## src/design/mafs_pkg.sv

```systemverilog
// shared types, constants and header lookup tables for the mpeg audio frame sync block
package mafs_pkg;

   localparam int QuoBits = 12;
   localparam int NumBits = 26;
   localparam int DenBits = 17;

   localparam logic [10:0] SYNC_WORD = 11'h7ff;
   localparam logic [1:0] VER_RESERVED = 2'b01;
   localparam logic [1:0] LAYER_RESERVED = 2'b00;
   localparam logic [1:0] RATE_RESERVED = 2'b11;
   localparam logic [1:0] MODE_MONO = 2'b11;
   localparam logic [1:0] LAYER_ONE = 2'd1;
   localparam logic [1:0] LAYER_THREE = 2'd3;

   localparam logic [17:0] MUL_LAYER_ONE = 18'd12000;
   localparam logic [17:0] MUL_LAYER_OTHER = 18'd144000;

   localparam logic [8:0] KBPS [2][3][16] = '{
      '{'{9'd0, 9'd32, 9'd64, 9'd96, 9'd128, 9'd160, 9'd192, 9'd224,
          9'd256, 9'd288, 9'd320, 9'd352, 9'd384, 9'd416, 9'd448, 9'd0},
        '{9'd0, 9'd32, 9'd48, 9'd56, 9'd64, 9'd80, 9'd96, 9'd112,
          9'd128, 9'd160, 9'd192, 9'd224, 9'd256, 9'd320, 9'd384, 9'd0},
        '{9'd0, 9'd32, 9'd40, 9'd48, 9'd56, 9'd64, 9'd80, 9'd96,
          9'd112, 9'd128, 9'd160, 9'd192, 9'd224, 9'd256, 9'd320, 9'd0}},
      '{'{9'd0, 9'd32, 9'd48, 9'd56, 9'd64, 9'd80, 9'd96, 9'd112,
          9'd128, 9'd144, 9'd160, 9'd176, 9'd192, 9'd224, 9'd256, 9'd0},
        '{9'd0, 9'd8, 9'd16, 9'd24, 9'd32, 9'd40, 9'd48, 9'd56,
          9'd64, 9'd80, 9'd96, 9'd112, 9'd128, 9'd144, 9'd160, 9'd0},
        '{9'd0, 9'd8, 9'd16, 9'd24, 9'd32, 9'd40, 9'd48, 9'd56,
          9'd64, 9'd80, 9'd96, 9'd112, 9'd128, 9'd144, 9'd160, 9'd0}}};

   localparam logic [16:0] RATE_HZ [9] = '{
      17'd44100, 17'd48000, 17'd32000,
      17'd22050, 17'd24000, 17'd16000,
      17'd11025, 17'd12000, 17'd8000};

   typedef enum logic [2:0] {
      ST_IDLE,
      ST_CHECK,
      ST_START,
      ST_DIVIDE,
      ST_BURST
   } mafs_state_type;

   typedef struct packed {
      logic       accept;
      logic       check;
      logic       div_start;
      logic       emit;
      logic [1:0] emit_idx;
      logic       finish;
   } mafs_cmd_type;

   typedef struct packed {
      logic hunt_full;
      logic hdr_ok;
      logic div_done;
      logic out_free;
   } mafs_sts_type;

   function automatic logic [8:0] kbps_lookup(input logic lsf, input logic [1:0] lidx,
                                              input logic [3:0] bidx);
      if (lidx == 2'd3) begin
         return 9'd0;
      end
      return KBPS[lsf][lidx][bidx];
   endfunction

   function automatic logic [16:0] rate_lookup(input logic [3:0] ridx);
      if (ridx > 4'd8) begin
         return 17'd0;
      end
      return RATE_HZ[ridx];
   endfunction

endpackage

```

## src/design/mafs_div.sv

```systemverilog
// restoring divider, one quotient bit per cycle
module mafs_div (
   input  logic                         clock,
   input  logic                         reset,
   input  logic                         start,
   input  logic [mafs_pkg::NumBits-1:0] num,
   input  logic [mafs_pkg::DenBits-1:0] den,
   output logic                         done,
   output logic [mafs_pkg::QuoBits-1:0] quo
);
   import mafs_pkg::*;

   logic               busy_ff, busy_in;
   logic               done_ff, done_in;
   logic [3:0]         cnt_ff, cnt_in;
   logic [DenBits-1:0] rem_ff, rem_in;
   logic [DenBits-1:0] den_ff, den_in;
   logic [QuoBits-1:0] low_ff, low_in;
   logic [QuoBits-1:0] quo_ff, quo_in;
   logic [DenBits:0]   trial;
   logic [DenBits:0]   diff;
   logic               ge;

   // the quotient of every legal header fits in QuoBits, so the top part is below den
   assign trial = {rem_ff, low_ff[QuoBits-1]};
   assign ge    = trial >= {1'b0, den_ff};
   assign diff  = trial - {1'b0, den_ff};

   always_comb begin
      busy_in = busy_ff;
      done_in = 1'b0;
      cnt_in  = cnt_ff;
      rem_in  = rem_ff;
      den_in  = den_ff;
      low_in  = low_ff;
      quo_in  = quo_ff;
      if (start) begin
         busy_in = 1'b1;
         cnt_in  = 4'd0;
         rem_in  = DenBits'(num[NumBits-1:QuoBits]);
         low_in  = num[QuoBits-1:0];
         den_in  = den;
         quo_in  = '0;
      end else if (busy_ff) begin
         rem_in = ge ? diff[DenBits-1:0] : trial[DenBits-1:0];
         low_in = {low_ff[QuoBits-2:0], 1'b0};
         quo_in = {quo_ff[QuoBits-2:0], ge};
         cnt_in = cnt_ff + 4'd1;
         if (cnt_ff == 4'(QuoBits - 1)) begin
            busy_in = 1'b0;
            done_in = 1'b1;
         end
      end
   end

   always_ff @(posedge clock) begin
      if (reset) begin
         busy_ff <= 1'b0;
         done_ff <= 1'b0;
         cnt_ff  <= 4'd0;
      end else begin
         busy_ff <= busy_in;
         done_ff <= done_in;
         cnt_ff  <= cnt_in;
      end
      rem_ff <= rem_in;
      den_ff <= den_in;
      low_ff <= low_in;
      quo_ff <= quo_in;
   end

   assign done = done_ff;
   assign quo  = quo_ff;

endmodule

```

## src/design/mafs_dp.sv

```systemverilog
// datapath: hunt window, header decode, frame size, byte counter and output register
module mafs_dp (
   input  logic                  clock,
   input  logic                  reset,
   input  mafs_pkg::mafs_cmd_type cmd,
   output mafs_pkg::mafs_sts_type sts,
   input  logic [7:0]            req_in_byte,
   input  logic                  rsp_ready,
   output logic                  rsp_valid,
   output logic [7:0]            rsp_out_byte,
   output logic                  rsp_frame_start,
   output logic                  rsp_frame_end,
   output logic [11:0]           rsp_frame_size,
   output logic [1:0]            rsp_layer,
   output logic [3:0]            rsp_rate_index,
   output logic [1:0]            rsp_channels,
   output logic                  rsp_last
);
   import mafs_pkg::*;

   logic [23:0] window_ff, window_in;
   logic [1:0]  fill_ff, fill_in;
   logic [11:0] left_ff, left_in;
   logic [31:0] hdr_ff, hdr_in;
   logic        passing;
   logic [31:0] cand;

   // decode of the held candidate
   logic [1:0]  d_lay;
   logic        d_lsf;
   logic [3:0]  d_ridx;
   logic [8:0]  d_br;
   logic [16:0] d_den;
   logic [17:0] d_mul;
   logic [26:0] d_prod;
   logic        d_ok;

   logic [NumBits-1:0] num_ff, num_in;
   logic [DenBits-1:0] den_ff, den_in;
   logic [1:0]         lay_ff, lay_in;
   logic [3:0]         ridx_ff, ridx_in;
   logic [1:0]         ch_ff, ch_in;
   logic               pad_ff, pad_in;
   logic [11:0]        len_ff, len_in;
   logic [11:0]        qsum;

   logic               div_done;
   logic [QuoBits-1:0] quo;

   logic        ov_ff, ov_in;
   logic [7:0]  ob_ff, ob_in;
   logic        ofs_ff, ofs_in;
   logic        ofe_ff, ofe_in;
   logic [11:0] ofl_ff, ofl_in;
   logic [1:0]  oly_ff, oly_in;
   logic [3:0]  ori_ff, ori_in;
   logic [1:0]  och_ff, och_in;
   logic        olast_ff, olast_in;

   assign passing = left_ff != 12'd0;
   assign cand    = {window_ff, req_in_byte};

   always_comb begin
      d_lay = 2'(3'd4 - {1'b0, hdr_ff[18:17]});
      if (hdr_ff[20]) begin
         d_lsf  = ~hdr_ff[19];
         d_ridx = hdr_ff[19] ? {2'b00, hdr_ff[11:10]} : 4'({2'b00, hdr_ff[11:10]} + 4'd3);
      end else begin
         d_lsf  = 1'b1;
         d_ridx = 4'({2'b00, hdr_ff[11:10]} + 4'd6);
      end
      d_br  = kbps_lookup(d_lsf, 2'(d_lay - 2'd1), hdr_ff[15:12]);
      d_den = rate_lookup(d_ridx);
      if (d_lay == LAYER_THREE && d_lsf) begin
         d_den = {d_den[15:0], 1'b0};
      end
      d_mul  = (d_lay == LAYER_ONE) ? MUL_LAYER_ONE : MUL_LAYER_OTHER;
      d_prod = 27'(d_br) * 27'(d_mul);
      d_ok   = (hdr_ff[31:21] == SYNC_WORD) && (hdr_ff[11:10] != RATE_RESERVED)
               && (hdr_ff[20:19] != VER_RESERVED) && (hdr_ff[18:17] != LAYER_RESERVED)
               && (d_br != 9'd0);
   end

   mafs_div u_div (
      .clock (clock),
      .reset (reset),
      .start (cmd.div_start),
      .num   (num_ff),
      .den   (den_ff),
      .done  (div_done),
      .quo   (quo)
   );

   assign qsum = quo + {11'd0, pad_ff};

   always_comb begin
      window_in = window_ff;
      fill_in   = fill_ff;
      left_in   = left_ff;
      hdr_in    = hdr_ff;
      num_in    = num_ff;
      den_in    = den_ff;
      lay_in    = lay_ff;
      ridx_in   = ridx_ff;
      ch_in     = ch_ff;
      pad_in    = pad_ff;
      len_in    = len_ff;
      if (cmd.accept && !passing) begin
         if (fill_ff != 2'd3) begin
            window_in = {window_ff[15:0], req_in_byte};
            fill_in   = fill_ff + 2'd1;
         end else begin
            window_in = cand[23:0];
            hdr_in    = cand;
         end
      end
      if (cmd.accept && passing) begin
         left_in = left_ff - 12'd1;
      end
      if (cmd.check) begin
         num_in  = d_prod[NumBits-1:0];
         den_in  = d_den;
         lay_in  = d_lay;
         ridx_in = d_ridx;
         ch_in   = (hdr_ff[7:6] == MODE_MONO) ? 2'd1 : 2'd2;
         pad_in  = hdr_ff[9];
      end
      if (div_done) begin
         len_in = (lay_ff == LAYER_ONE) ? {qsum[9:0], 2'b00} : qsum;
      end
      if (cmd.finish) begin
         left_in   = len_ff - 12'd4;
         window_in = '0;
         fill_in   = 2'd0;
      end
   end

   // output register
   always_comb begin
      ov_in    = ov_ff & ~rsp_ready;
      ob_in    = ob_ff;
      ofs_in   = ofs_ff;
      ofe_in   = ofe_ff;
      ofl_in   = ofl_ff;
      oly_in   = oly_ff;
      ori_in   = ori_ff;
      och_in   = och_ff;
      olast_in = olast_ff;
      if (cmd.accept && passing) begin
         ov_in    = 1'b1;
         ob_in    = req_in_byte;
         ofs_in   = 1'b0;
         ofe_in   = left_ff == 12'd1;
         ofl_in   = '0;
         oly_in   = '0;
         ori_in   = '0;
         och_in   = '0;
         olast_in = 1'b1;
      end else if (cmd.emit) begin
         ov_in    = 1'b1;
         ob_in    = hdr_ff[31 - 8 * cmd.emit_idx -: 8];
         ofs_in   = cmd.emit_idx == 2'd0;
         ofe_in   = (cmd.emit_idx == 2'd3) && (len_ff == 12'd4);
         olast_in = cmd.emit_idx == 2'd3;
         if (cmd.emit_idx == 2'd0) begin
            ofl_in = len_ff;
            oly_in = lay_ff;
            ori_in = ridx_ff;
            och_in = ch_ff;
         end else begin
            ofl_in = '0;
            oly_in = '0;
            ori_in = '0;
            och_in = '0;
         end
      end
   end

   always_ff @(posedge clock) begin
      if (reset) begin
         window_ff <= '0;
         fill_ff   <= 2'd0;
         left_ff   <= 12'd0;
         ov_ff     <= 1'b0;
      end else begin
         window_ff <= window_in;
         fill_ff   <= fill_in;
         left_ff   <= left_in;
         ov_ff     <= ov_in;
      end
      hdr_ff   <= hdr_in;
      num_ff   <= num_in;
      den_ff   <= den_in;
      lay_ff   <= lay_in;
      ridx_ff  <= ridx_in;
      ch_ff    <= ch_in;
      pad_ff   <= pad_in;
      len_ff   <= len_in;
      ob_ff    <= ob_in;
      ofs_ff   <= ofs_in;
      ofe_ff   <= ofe_in;
      ofl_ff   <= ofl_in;
      oly_ff   <= oly_in;
      ori_ff   <= ori_in;
      och_ff   <= och_in;
      olast_ff <= olast_in;
   end

   assign sts.hunt_full = !passing && (fill_ff == 2'd3);
   assign sts.hdr_ok    = d_ok;
   assign sts.div_done  = div_done;
   assign sts.out_free  = !ov_ff || rsp_ready;

   assign rsp_valid       = ov_ff;
   assign rsp_out_byte    = ob_ff;
   assign rsp_frame_start = ofs_ff;
   assign rsp_frame_end   = ofe_ff;
   assign rsp_frame_size  = ofl_ff;
   assign rsp_layer       = oly_ff;
   assign rsp_rate_index  = ori_ff;
   assign rsp_channels    = och_ff;
   assign rsp_last        = olast_ff;

endmodule

```

## src/design/mafs_ctrl.sv

```systemverilog
// controller: sequences accept, header check, division and the header burst
module mafs_ctrl (
   input  logic                  clock,
   input  logic                  reset,
   input  logic                  req_valid,
   output logic                  req_ready,
   input  mafs_pkg::mafs_sts_type sts,
   output mafs_pkg::mafs_cmd_type cmd
);
   import mafs_pkg::*;

   mafs_state_type state_ff, state_in;
   logic [1:0]     idx_ff, idx_in;

   always_comb begin
      state_in = state_ff;
      case (state_ff)
         ST_IDLE: begin
            if (req_valid && sts.out_free && sts.hunt_full) begin
               state_in = ST_CHECK;
            end
         end
         ST_CHECK: begin
            state_in = sts.hdr_ok ? ST_START : ST_IDLE;
         end
         ST_START: begin
            state_in = ST_DIVIDE;
         end
         ST_DIVIDE: begin
            if (sts.div_done) begin
               state_in = ST_BURST;
            end
         end
         ST_BURST: begin
            if (sts.out_free && idx_ff == 2'd3) begin
               state_in = ST_IDLE;
            end
         end
         default: begin
            state_in = ST_IDLE;
         end
      endcase
   end

   always_comb begin
      req_ready     = 1'b0;
      cmd.accept    = 1'b0;
      cmd.check     = 1'b0;
      cmd.div_start = 1'b0;
      cmd.emit      = 1'b0;
      cmd.emit_idx  = idx_ff;
      cmd.finish    = 1'b0;
      idx_in        = idx_ff;
      case (state_ff)
         ST_IDLE: begin
            req_ready  = sts.out_free;
            cmd.accept = req_valid && sts.out_free;
            idx_in     = 2'd0;
         end
         ST_CHECK: begin
            cmd.check = 1'b1;
         end
         ST_START: begin
            cmd.div_start = 1'b1;
         end
         ST_DIVIDE: begin
            idx_in = 2'd0;
         end
         ST_BURST: begin
            if (sts.out_free) begin
               cmd.emit   = 1'b1;
               cmd.finish = idx_ff == 2'd3;
               idx_in     = idx_ff + 2'd1;
            end
         end
         default: begin
            idx_in = 2'd0;
         end
      endcase
   end

   always_ff @(posedge clock) begin
      if (reset) begin
         state_ff <= ST_IDLE;
         idx_ff   <= 2'd0;
      end else begin
         state_ff <= state_in;
         idx_ff   <= idx_in;
      end
   end

endmodule

```

## src/design/mpeg_audio_frame_sync.sv

```systemverilog
// top level of the mpeg audio frame sync block
// Takes a compressed MPEG audio stream one byte per transaction, slides a
// four-byte window over it until a legal MPEG-1/2/2.5 layer I-III header
// shows up, then sends the four header bytes (the first one tagged with
// frame_start, frame size, layer, rate index and channel count) followed by
// every remaining byte of the frame, frame_end on the final one. Inside a frame
// each byte leaves as one result transaction. While hunting, a byte that only
// fills the window is just accepted, and a byte that completes a rejected
// candidate goes through accept and header check. A byte that completes a
// legal header goes through accept, header check with the bitrate multiply,
// divider start, 12 steps of the bit-serial frame size divider, taking the
// quotient, then the four-result header burst through the single output
// register. A full output register that the result side does not take holds
// off input and burst alike.
module mpeg_audio_frame_sync (
   input  logic        clock,
   input  logic        reset,
   input  logic        req_valid,
   output logic        req_ready,
   input  logic [7:0]  req_in_byte,
   output logic        rsp_valid,
   input  logic        rsp_ready,
   output logic [7:0]  rsp_out_byte,
   output logic        rsp_frame_start,
   output logic        rsp_frame_end,
   output logic [11:0] rsp_frame_size,
   output logic [1:0]  rsp_layer,
   output logic [3:0]  rsp_rate_index,
   output logic [1:0]  rsp_channels,
   output logic        rsp_last
);
   import mafs_pkg::*;

   mafs_cmd_type cmd;
   mafs_sts_type sts;

   mafs_ctrl u_ctrl (
      .clock     (clock),
      .reset     (reset),
      .req_valid (req_valid),
      .req_ready (req_ready),
      .sts       (sts),
      .cmd       (cmd)
   );

   mafs_dp u_dp (
      .clock           (clock),
      .reset           (reset),
      .cmd             (cmd),
      .sts             (sts),
      .req_in_byte     (req_in_byte),
      .rsp_ready       (rsp_ready),
      .rsp_valid       (rsp_valid),
      .rsp_out_byte    (rsp_out_byte),
      .rsp_frame_start (rsp_frame_start),
      .rsp_frame_end   (rsp_frame_end),
      .rsp_frame_size  (rsp_frame_size),
      .rsp_layer       (rsp_layer),
      .rsp_rate_index  (rsp_rate_index),
      .rsp_channels    (rsp_channels),
      .rsp_last        (rsp_last)
   );

endmodule

```

## config.mk

```make
export PLATFORM = sky130hd
export DESIGN_NAME = mpeg_audio_frame_sync
export DESIGN_NICKNAME = d
export VERILOG_FILES = /design/src/design/mafs_pkg.sv /design/src/design/mafs_div.sv /design/src/design/mafs_dp.sv /design/src/design/mafs_ctrl.sv /design/src/design/mpeg_audio_frame_sync.sv
export SDC_FILE = /design/constraint.sdc
export NUM_CORES = 1
export LEC_CHECK = 0
export BUFFER_PORTS_ARGS = -buffer_cell sky130_fd_sc_hd__buf_2
export CAP_MARGIN = 20
export CORE_MARGIN = 10
export CORE_UTILIZATION = 32
export CTS_CLUSTER_SIZE = 14
export DETAILED_ROUTE_END_ITERATION = 12
export PLACE_DENSITY = 0.56
export SLEW_MARGIN = 5
export SYNTH_ARGS = -nofsm -noshare
export SYNTH_HDL_FRONTEND = slang
export SYNTH_SLANG_ARGS = --single-unit
```

## constraint.sdc

```tcl
create_clock -name clock -period 15.92 [get_ports clock]
set_input_delay 0.796 -clock clock [delete_from_list [all_inputs] [get_ports clock]]
set_output_delay 0.796 -clock clock [all_outputs]
set_load 0.01 [all_outputs]
```

# After elaboration in Yosys (flattened, before gate mapping)
# Memory sizes are Yosys's and may differ from the RTL's.
# Index checks and enable logic that the tools add are counted.
# word_totals
regBits	235
mem_bits_ro	272
inputBits	12
output_inout_bits	33
word_cells	176
memories	1
# memory_table
memory	depth	word_bits	read_ports	rd_ports_with_merged_regs	write_ports	line	rtl
(name not given)	16	17	1	0	0	mafs_pkg.sv:74	return RATE_HZ[ridx];
# op_classes
n_addsub	12
multipliers	1
magnitude_cmp	6
n_eq_ne	22
shift	1
mux	60
bitwise	10
reduce_logical	31
# ops
cell	count
432-bit two-way mux	2
412-bit two-way mux	1
144-bit binary-select mux with 2-bit select	1
144-bit two-way mux	2
17-bit two-way mux	6
12-bit two-way mux	6
39-bit by 33-bit indexed part select with 8-bit output	1
9-bit binary-select mux with 4-bit select	1
9-bit two-way mux	4
14-bit two-way mux	2
9-bit by 18-bit multiplier with 26-bit output	1
1-bit two-way mux	19
18-bit by 17-bit greater-or-equal comparator with 1-bit output	1
18-bit two-way mux	1
17-bit subtractor	1
8-bit two-way mux	2
3-bit one-hot mux with 5 select lines	1
12-bit by 1-bit adder with 12-bit output	1
12-bit by 1-bit equality test with 1-bit output, second input constant	1
12-bit by 3-bit equality test with 1-bit output, second input constant	1
1-bit logical AND	12
4-bit two-way mux	3
12-bit nonzero test	1
12-bit by 1-bit subtractor with 12-bit output, second input constant	1
39 further kinds	71

# Depth between registers and ports, before layout
# depth
depth_word	17
ltp_mapped	29
depth_no_buf	27

# Modules after synthesis
# From an unflattened synthesis, not the netlist that was laid out.
# unflattened
cells_unflattened	1236
area_unflattened_um2	12894.9
# by_module_without_submodules
module	instances	cells_per_inst	area_each_um2	seq_area_each_um2
mafs_dp	1	888	9081.2	4103.9
mafs_div	1	311	3479.6	1711.6
mafs_ctrl	1	37	334.1	100.1

# Least setup slack after synthesis
# Ideal clock, no wire load.
# synth_path
kind	register to register
from	register u_dp.hdr_ff[17]
to	register u_dp.num_ff[24] (data pin)
setup_time_ps	266
arrival_ps	6416
required_time_ps	15654
path_slack_ps	9238
stages_incl_launch_ff	25
n_path_buf	2
synth_period_minus_slack_ps	6682
path_cell_list	edfxtp_1 buf_2 inv_1 ha_1 buf_2 xor2_1 mux2i_1 nand2_1 o21ai_0 a2111oi_2 nand2_1 fa_1 inv_1 fa_1 fa_1 ha_1 ha_1 nor2b_1 o21a_1 o21ai_0 nand2b_1 a31o_2 a41o_1 o41ai_1 xnor2_1
# synth_via
elab_chain_cells	11
elab_cells_between_ends	15
classes_between	add/sub (2); mul (1); eq/ne (2); mux (9); bitwise (1)
# synth_rtl
item	line	rtl
from (decl)	mafs_dp.sv:24	logic [31:0] hdr_ff, hdr_in;
from (signal assigned)	mafs_dp.sv:191	hdr_ff <= hdr_in;
1-bit by 2-bit subtractor with 2-bit output *	mafs_dp.sv:64	d_lay = 2'(3'd4 - {1'b0, hdr_ff[18:17]});
via u_dp.d_lay[1]	mafs_dp.sv:29	logic [1:0] d_lay;
2-bit by 1-bit subtractor with 2-bit output	mafs_dp.sv:72	d_br = kbps_lookup(d_lsf, 2'(d_lay - 2'd1), hdr_ff[15:12]);
2-bit inverter with 3-bit output (implied by the code)	mafs_pkg.sv:67	return KBPS[lsf][lidx][bidx];
144-bit binary-select mux with 2-bit select	mafs_pkg.sv:67	
144-bit two-way mux (implied by the code) (2 in a row)	mafs_pkg.sv:67	
9-bit binary-select mux with 4-bit select	mafs_pkg.sv:67	
9-bit two-way mux (implied by the code) (2 in a row)	mafs_pkg.sv:67	
9-bit two-way mux	mafs_pkg.sv:67	
9-bit by 18-bit multiplier with 26-bit output *	mafs_dp.sv:78	d_prod = 27'(d_br) * 27'(d_mul);
via u_dp.d_prod[24]	mafs_dp.sv:35	logic [26:0] d_prod;
to (signal assigned)	mafs_dp.sv:192	num_ff <= num_in;
to (decl)	mafs_dp.sv:38	logic [NumBits-1:0] num_ff, num_in;
# Mark *: on every way through the listed nets, which the timed path passes. The rest lies on a longest branch. The select of a mux whose other input is x is not followed.
# A chain may end at the register's enable or synchronous reset.

# Final worst setup path
# Ends and elaborated chain as after synthesis.

==> flow_metrics.env <==
export IMPL_critPathLaunchType="register"
export IMPL_crit_buf_inv=2
export IMPL_clkSlewWorstSetupHoldPaths_ns=0.06
export IMPL_synth_edf_count=130
export IMPL_cpLargestDelayFamily="adder cells"
export IMPL_die_y_um=218.4
export IMPL_yosys_most_used_dff="edfxtp_1"
export IMPL_core_area_um2=38830
export IMPL_vias_per_cell=4.952
export IMPL_cts_root_buf="clkbuf_16"
export IMPL_cts_repair_resized=0
export IMPL_fp_row_count=72
export IMPL_drc=0
export IMPL_holdWs_ns=0.4171
export IMPL_dp_cells=1750
export IMPL_slowest_delay_ns=0.79
export IMPL_post_route_period_util_pct=47.88
export IMPL_io_buffers=44
export IMPL_cap_violations=0
export IMPL_tritoncts="built"
export IMPL_path_class="reg2reg"
export IMPL_wl_um=27960
export IMPL_hold_buffers=0
export IMPL_start_util_pct=32.44
export IMPL_met1Wirelength_um=13160
export IMPL_numCtsBuffers=25
export IMPL_ir_drop_uv=75.24
export IMPL_synthTopCellsByCount="nand2_1, edfxtp_1, nor2_1"
export IMPL_synth_seq_area_share_pct=44.82
export IMPL_rsz0062_at_grt="false"
export IMPL_final_antenna_net_count=0
export IMPL_grt_antenna_before_repair=0
export IMPL_final_cell_count_no_fill=1795
export IMPL_cp_arrival_ns=7.87
export IMPL_powerDensity_nw_per_um2=102.1
export IMPL_fmax_ghz=0.1312
export IMPL_relSlewSlack_pct=32.09
export IMPL_slew_viol_final=0
export IMPL_overflow=0
export IMPL_fin_skew_ns=0.01649
export IMPL_synth_cell_area_um2=12590
export IMPL_crit_cells=22
export IMPL_grt_pass1_vias=8683
export IMPL_hpwl_um=19940
export IMPL_synth_most_common_cell="nand2_1"
export IMPL_crit_chain="inv_1 > ha_1 > xnor2_1 > nand2_1 > o21ai_0 > a311oi_1 > a311oi_1 > nand2_1 > fa_1 > inv_1 > fa_1 > fa_1 > ha_1 > ha_1 > nor2b_1 > o21a_1 > o21ai_0 > nand2b_1 > a31o_2 > a41o_1 > o41ai_1 > xnor2_1"
export IMPL_grt_max_degree=42
export IMPL_cts_max_level=1
export IMPL_worst_pin_slew_ns=1.019
export IMPL_area_growth_pct=11.41
export IMPL_drive_gt1_share_pct=13.39
export IMPL_clock_sinks=217
export IMPL_drtPass1Iterations=5
export IMPL_ys_warnings_count=0
export IMPL_grt_pass1_wl_um=45390
export IMPL_p_leak_nw=5.553
export IMPL_ys_seq_elements=217
export IMPL_die_w_um=218.4
export IMPL_tns_ns=0
export IMPL_drtIter0Drc=535
export IMPL_final_setup_viol_count=0
export IMPL_clock_path_buffers=3
export IMPL_required_ns=16.17
export IMPL_vias=8888
export IMPL_critical_path_slowest_cell="edfxtp_1"
export IMPL_yosysUniqueCellTypes=84
export IMPL_r2r_cells=22
export IMPL_grt_usage_pct=11.43
export IMPL_final_nets=1386
export IMPL_syn_inst=1241
export IMPL_dr_wl_met3_um=1117
export IMPL_syn_avg_cell_area_um2=10.15
export IMPL_highest_layer="met4"
export IMPL_antennaDiodeCount=0
export IMPL_wl_per_cell_um=15.58
export IMPL_synth_top_area_share_pct=31.00
export IMPL_crit_fanout=21
export IMPL_synth_area_leaders="edfxtp_1, dfxtp_1, ha_1, nand2_1, fa_1"
export IMPL_hold_depth=0
export IMPL_insertion_delay_ns=0.52
export IMPL_wl_met2_um=12980
export IMPL_hp_class="reg2reg"
export IMPL_die_area_um2=47690
export IMPL_status="complete, no violations"
export IMPL_period_minus_slack_ns=7.622
export IMPL_io_pins=45
export IMPL_gp_congestion=0.8285
export IMPL_power_mw=1.433
export IMPL_cp_end_kind="register"
export IMPL_yosysTopAreaCell="edfxtp_1"
export IMPL_post_cts_setup_buffers=0
export IMPL_hold_viol_final=0
export IMPL_synthArstFlopShare_pct=0
export IMPL_synth_nets=1368
-- area by class of cell --
class	instances	area [um2]
clock buffers	32	683.2
clock inverters	13	141.4
fillers	3833	24800
inverters	84	315.3
multi-input cells	877	6302
flip-flops and latches	217	5645
well taps	518	648.1
repair buffers	54	295.3
-- registers in the layout, indices dropped and copies added, names as in the netlist, 2 cells and up --
signal	count
u_ctrl.idx_ff	2
u_ctrl.state_ff	3
u_dp.ch_ff	2
u_dp.den_ff	16
u_dp.fill_ff	2
u_dp.hdr_ff	32
u_dp.lay_ff	2
u_dp.left_ff	12
u_dp.len_ff	12
u_dp.num_ff	18
u_dp.ridx_ff	4
u_dp.rsp_channels	2
u_dp.rsp_frame_size	12
u_dp.rsp_layer	2
u_dp.rsp_out_byte	8
u_dp.rsp_rate_index	4
u_dp.u_div.cnt_ff	4
u_dp.u_div.den_ff	16
u_dp.u_div.low_ff	4
u_dp.u_div.quo	12
u_dp.u_div.rem_ff	17
u_dp.window_ff	24
-- power breakdown --
group	switching (mW)	internal (mW)	leakage [nW]	total [mW]
clock	0.224	0.351	0.411	0.574
sequential	0.0226	0.628	1.89	0.651
combinational	0.130	0.0778	3.25	0.208
-- through the flow --
step	cell area, um2	util [%]	worst slack, ns
CTS	14030	36.14	8.394
global route	14030	36.14	7.781
global placement	13210	34.01	8.553
finish	14030	36.14	8.298
detailed placement	13210	34.01	8.429
floorplan	12590	-	9.238
-- worst paths after layout --
check | startpoint | endpoint | slack, ns
min | u_dp.den_ff[11]$_DFFE_PP_ | u_dp.u_div.den_ff[11]$_DFFE_PP_ | 0.42
min reg2reg | u_dp.den_ff[11]$_DFFE_PP_ | u_dp.u_div.den_ff[11]$_DFFE_PP_ | 0.42
max reg2reg | u_dp.hdr_ff[17]$_DFFE_PP_ | u_dp.num_ff[24]$_DFFE_PP_ | 8.30
max | u_dp.hdr_ff[17]$_DFFE_PP_ | u_dp.num_ff[24]$_DFFE_PP_ | 8.30
-- routing by layer --
| layer | track usage [%] | up-vias |
|---|---|---|
| li1 | - | 4445 |
| met1 | 15.20 | 4227 |
| met2 | 18.66 | 169 |
| met3 | 1.657 | 47 |
| met4 | 3.842 | 0 |
| met5 | 0 | - |
-- placed cells by master (no fill, tap or decap), types with 8 or more instances in the layout --
cell type | synthesis | layout
nor2b_1 | 16 | 16
nand3_1 | 22 | 22
nor2_1 | 98 | 97
fa_1 | 23 | 23
a22o_1 | 22 | 22
a211oi_1 | 12 | 12
buf_4 | 2 | 10
buf_2 | 5 | 44
nand2_1 | 140 | 140
xnor2_1 | 32 | 32
and3_1 | 11 | 11
and2_1 | 14 | 14
dfxtp_1 | 87 | 87
a31oi_1 | 27 | 27
a21oi_2 | 20 | 20
nand2_2 | 21 | 21
inv_1 | 82 | 82
clkbuf_16 | 0 | 26
edfxtp_1 | 130 | 130
mux4_2 | 8 | 8
nor3_1 | 22 | 22
o21ai_0 | 54 | 54
a21oi_1 | 74 | 74
mux2_2 | 9 | 9
xor2_1 | 18 | 18
ha_1 | 92 | 92
a21o_1 | 10 | 10
mux2i_1 | 19 | 19
nand2b_1 | 16 | 16
-- cells by family after synthesis --
logic type,Yosys count,synth area share [%]
adders and majority gates,115,12.80
muxes,36,3.745
and+or+nand+nor,401,15.48
buffers and inverters,147,5.196
xor gates and xnor gates,50,3.477
AOI/OAI and AO/OA,275,14.48
DFF,217,44.82
(Power assumes the default switching activity.)
